## src/rtl/gnsr_div.sv

```systemverilog
// iterative restoring divider, one quotient bit per cycle
module gnsr_div #(
	parameter int NUM_W = 12,
	parameter int DEN_W = 7
) (
	input  logic             clk,
	input  logic             arst_n,
	input  logic             start,
	input  logic [NUM_W-1:0] num,
	input  logic [DEN_W-1:0] den,
	output logic             done,
	output logic [NUM_W-1:0] quo,
	output logic [DEN_W-1:0] rem
);

	localparam int CNT_W = $clog2(NUM_W + 1);

	logic             busy_q;
	logic             done_q;
	logic [CNT_W-1:0] cnt_q;
	logic [NUM_W-1:0] num_q;
	logic [NUM_W-1:0] quo_q;
	logic [DEN_W-1:0] rem_q;
	logic [DEN_W-1:0] den_q;
	logic [DEN_W:0]   trial;
	logic [DEN_W:0]   diff;
	logic             ge;

	assign trial = {rem_q, num_q[NUM_W-1]};
	assign ge    = trial >= {1'b0, den_q};
	assign diff  = trial - {1'b0, den_q};

	always_ff @(posedge clk or negedge arst_n) begin
		if (!arst_n) begin
			busy_q <= 1'b0;
			done_q <= 1'b0;
			cnt_q  <= '0;
			num_q  <= '0;
			quo_q  <= '0;
			rem_q  <= '0;
			den_q  <= '0;
		end else begin
			done_q <= 1'b0;
			if (start) begin
				busy_q <= 1'b1;
				cnt_q  <= CNT_W'(NUM_W);
				num_q  <= num;
				den_q  <= den;
				quo_q  <= '0;
				rem_q  <= '0;
			end else if (busy_q) begin
				num_q <= num_q << 1;
				quo_q <= {quo_q[NUM_W-2:0], ge};
				rem_q <= ge ? diff[DEN_W-1:0] : trial[DEN_W-1:0];
				cnt_q <= cnt_q - 1'b1;
				if (cnt_q == CNT_W'(1)) begin
					busy_q <= 1'b0;
					done_q <= 1'b1;
				end
			end
		end
	end

	assign done = done_q;
	assign quo  = quo_q;
	assign rem  = rem_q;

endmodule

```

## config.mk

```make
export PLATFORM = sky130hd
export DESIGN_NAME = gnsr_div
export DESIGN_NICKNAME = d
export VERILOG_FILES = /design/src/rtl/gnsr_div.sv
export SDC_FILE = /design/constraint.sdc
export NUM_CORES = 1
export LEC_CHECK = 0
export CAP_MARGIN = 20
export CORE_MARGIN = 8
export CORE_UTILIZATION = 47
export DETAILED_ROUTE_END_ITERATION = 16
export DONT_BUFFER_PORTS = 1
export PLACE_DENSITY_LB_ADDON = 0.2
export SYNTH_ARGS = -nofsm -noshare
export SYNTH_HDL_FRONTEND = slang
export SYNTH_SLANG_ARGS = --single-unit
```

## constraint.sdc

```tcl
create_clock -name clk -period 3.1 [get_ports clk]
set_input_delay 0 -clock clk [delete_from_list [all_inputs] [get_ports clk]]
set_output_delay 0 -clock clk [all_outputs]
set_load 0.02 [all_outputs]
```

==> Word level (Yosys, flattened, before mapping) <==
Cells that the tools add are included.
{ "totals": {"ff_bits": 44, "latchBits": 0, "ramBits": 0, "romBits": 0, "input_bits": 22, "word_cells": 27, "memories": 0} }
{ "op_classes": {"add_sub_neg": 2, "mul": 0, "div_mod_pow": 0, "magnitude_cmp": 1, "eq_ne": 1, "n_shift": 0, "muxes": 15, "bitwise_logic": 0, "reduce_logical": 1} }
{ "op_table": {"columns": ["op", "n"], "rows": [
  ["12-bit 2-to-1 mux", 4],
  ["7-bit 2-to-1 mux", 3],
  ["8-bit by 7-bit greater-or-equal comparator with 1-bit output", 1],
  ["4-bit 2-to-1 mux", 2],
  ["7-bit subtractor", 1],
  ["1-bit 2-to-1 mux", 6],
  ["4-bit by 1-bit == test with 1-bit output (second input constant)", 1],
  ["4-bit by 1-bit subtractor with 4-bit output (second input constant)", 1],
  ["2-bit nonzero test", 1]
]} }

==> Longest topological paths before layout <==
{ "depth": {"word_depth": 4, "ltp_mapped": 8} }

==> Least setup slack after synthesis <==
OpenSTA, ideal clock, no wires.
{ "synth_path": {"kind": "register to register", "from": "register rem_q[5] (netlist: rem[5])", "to": "register rem_q[0] (netlist: rem[0])", "arrival_time_ns": 2.138, "t_required_ns": 3.006, "path_slack_ns": 0.868, "stages_incl_launch_ff": 7, "n_path_buf": 0, "period_less_slack_ns": 2.232, "path_cell_list": "dfrtp_1 ha_1 a211oi_2 nand2_1 nor3_4 mux2_2 a211oi_1"} }
{ "synth_between": {"elab_chain_cells": 4} }
{ "synth_rtl": {"columns": ["item", "line_no", "source"], "rows": [
  ["start, declared", "23", "logic [DEN_W-1:0] rem_q;"],
  ["start signal, assigned", "54", "rem_q <= ge ? diff[DEN_W-1:0] : trial[DEN_W-1:0];"],
  ["8-bit by 7-bit greater-or-equal comparator with 1-bit output", "30", "assign ge = trial >= {1'b0, den_q};"],
  ["7-bit 2-to-1 mux", "54", null],
  ["7-bit 2-to-1 mux", "51", "end else if (busy_q) begin"],
  ["7-bit 2-to-1 mux", "44", "if (start) begin"]
]} }
No other way between the ends. The select of a mux whose other input is x is not followed.
A chain may end at the register's enable or synchronous reset.

==> Final worst setup path <==
Ends and elaborated chain as after synthesis.

==> out/metrics.cfg <==
[outcome]
status=complete, no violations

[grt]
grt_pass1_vias=1709
grt_util_met1=0.1526
antenna_found_initial=0
grt_max_degree=63
gr-usage-met3=0.04537
globalRouteOverflowTotal=0
grt_first_pass_wirelength_um=7886
track_usage=0.1333
top_usage_layer=met2
grt_use_met2=0.2266

[timing]
clock.fmax_mhz=411.6
hold_slack_ns=0.01608
fin_skew_ns=0.006563
final.setup.tns_ns=0
drv_slew=0
rsz0062_at_grt=false
slew_headroom=0.5224
finalHoldViolations=0
worst_pin_slew_ns=0.7164
min_period_ns=2.429
setup_slack_ns=0.6707
setup_viol=0
min_period_over_period=0.7836

[critical_path]
r2r-end=rem[0]$_DFFE_PN0P_
r2r-start=rem[5]$_DFFE_PN0P_
cp-endpoint=rem[0]$_DFFE_PN0P_
crit_start=rem[5]$_DFFE_PN0P_
reg2reg_depth=6
arrival_ns=2.63
cpPeakStageDelay_ns=0.49
ff2ff_setup_slack_ns=0.67
cp_cell_sequence=ha_1 -> a211oi_2 -> nand2_1 -> nor3_4 -> mux2_2 -> a211oi_1
critical_path_class=flip-flop to flip-flop
startpoint_type=flip-flop
critical_path_required_ns=3.31
cpMaxStageDelayCell=dfrtp_1
cp_max_fo=10
cp-end-kind=flip-flop

[clocking]
clock_path_buffers=2
cts_resized=0
htreeDepth=2
path_clk_slew_ns=0.09
cts_buffers=5
postCtsHoldBufs=22
clock-root-buffer=clkbuf_8
postCtsSetupBuffers=0
cts_tree=done
clk_latency_ns=0.30
cts_sinks=44

[final_layout]
syn_to_final_growth_pct=16.09
antenna_cells=0
regArea_mm2=0.001102
n_fill_cell=402
fin_cells=297
final_nets=274
drive_above_1_share=0.07819
multi_input_area_mm2=0.001057

[die]
fp.dieArea_mm2=0.007250
die_h_um=85.15
start_util=0.4821
pin_count=42
die_w_um=85.15
core_area_mm2=0.004661
num_rows=25

[drt]
first_pass_iters=4
routed_wl_um=4480
final_antenna_net_count=0
viasPerCell=5.343
initialDrtViolationCount=71
via_count=1587
routedWlPerCell_um=15.08
drc=0

[synth]
ys_ff_latch=44
synth_edf_count=0
async_reset_ff_frac=1.000
ys_seq_area_frac=0.4900
synthesis.instances=224
synth_area_leaders=dfrtp_1 49%, mux2i_1 12%, ha_1 5.0%
yosysWarnings=0
synth_top_area_frac=0.4900
yosys.cell_count.top_type=dfrtp_1
synthTopCellsByCount=44 x dfrtp_1, 30 x nor2_1, 27 x mux2i_1
synth_ff_type=dfrtp_1
synth_top_area_cell=dfrtp_1
synth.distinct_cells=30
synth_nets=256
avgSynthCellArea_um2=10.03
syn_area_mm2=0.002247

[power_and_ir_drop]
vdd_drop_max_mv=0.3874
power.density_mw_per_mm2=675.4
p_leak_nw=1.319

[placed_design]
pre_cts_slack_ns=0.6622
dpl.hpwl_um=2815
dp_cells=267
io_buffers=0
gp_congestion=0.8300

[run]
max_cap_violations=0

[min_path]
min_path_type=input pin to flip-flop

==> sequential cells by signal, indices dropped and copies added (netlist names) <==
register  cells
busy_q        1
cnt_q         4
den_q         7
done          1
num_q        12
quo          12
rem           7
==> worst max-delay path: cells and delay by family (launching register included) <==
| family | cells | cell delay, ns |
|---|---|---|
| AND/OR/NAND/NOR | 2 | 0.57 |
| AO/OA/AOI/OAI | 2 | 0.46 |
| flip-flops | 1 | 0.49 |
| multiplexers | 1 | 0.39 |
| adder cells (fa/ha/maj) | 1 | 0.43 |
==> stage by stage <==
stage | util | power [W] | area [um^2]
finish | 0.5597 | 0.001762 | 2609
global route | 0.5597 | 0.001893 | 2609
detailed placement | 0.4883 | 0.001367 | 2276
floorplan | - | 0.001266 | 2247
global placement | 0.4883 | 0.001355 | 2276
CTS | 0.5597 | 0.001781 | 2609
==> area by class of cell <==
type                            count  share of cell area
Inverter                           11             0.01583
Clock buffer                        6             0.02782
Timing Repair Buffer               23             0.09784
Tap cell                           54             0.02590
Sequential cell                    44              0.4225
Clock inverter                      2            0.004796
Multi-Input combinational cell    157              0.4053
==> cells by family (layout without fill, tap and decap cells) <==
kind of cell               count (synthesis)  after routing  share of synthesized area
and+or+nand+nor                           70             70                     0.1392
DFF                                       44             44                     0.4900
AOI/OAI and AO/OA                         42             42                     0.1175
muxes                                     30             30                     0.1353
buffers and inverters                     23             42                    0.03953
adders and majority gates                 10             10                    0.05902
xor gates and xnor gates                   5              5                    0.01949
==> cells in the final DEF, fill, tap and decap left out, drive strengths merged, types with 6 or more instances in the layout <==
| master | n |
|---|---|
| o21ai | 20 |
| mux2i | 27 |
| a211oi | 9 |
| nand2 | 24 |
| clkbuf | 6 |
| dfrtp | 44 |
| nor2 | 30 |
| dlygate4sd3 | 20 |
| inv | 11 |
| a21oi | 6 |
| ha | 9 |
==> report_power, final <==
part | leakage [nW] | total (W) | internal (W) | switching, W
logic | 0.719 | 0.000621 | 0.000298 | 0.000323
registers | 0.559 | 0.000780 | 0.000648 | 0.000132
clock network | 0.0412 | 0.000361 | 0.000158 | 0.000203
==> worst min-delay path by stage <==
stage,from,endpoint,slack (ns),depth (start not counted)
2_1_floorplan,arst_n,busy_q$_DFF_PN0_,-0.30,0
3_3_place_gp,arst_n,rem[4]$_DFFE_PN0P_,-0.29,0
4_1_cts,start,quo[2]$_DFFE_PN0P_,0.02,2
3_5_place_dp,arst_n,den_q[4]$_DFFE_PN0P_,-0.29,0
6_report,start,quo[2]$_DFFE_PN0P_,0.02,2
5_1_grt,start,quo[5]$_DFFE_PN0P_,0.04,2
==> per-layer routing <==
metal	vias to the layer above	wire [um]
li1	795	-
met4	0	61
met3	5	285
met5	-	0
met1	751	1986
met2	36	2147
Power figures use the tool's default switching activity.
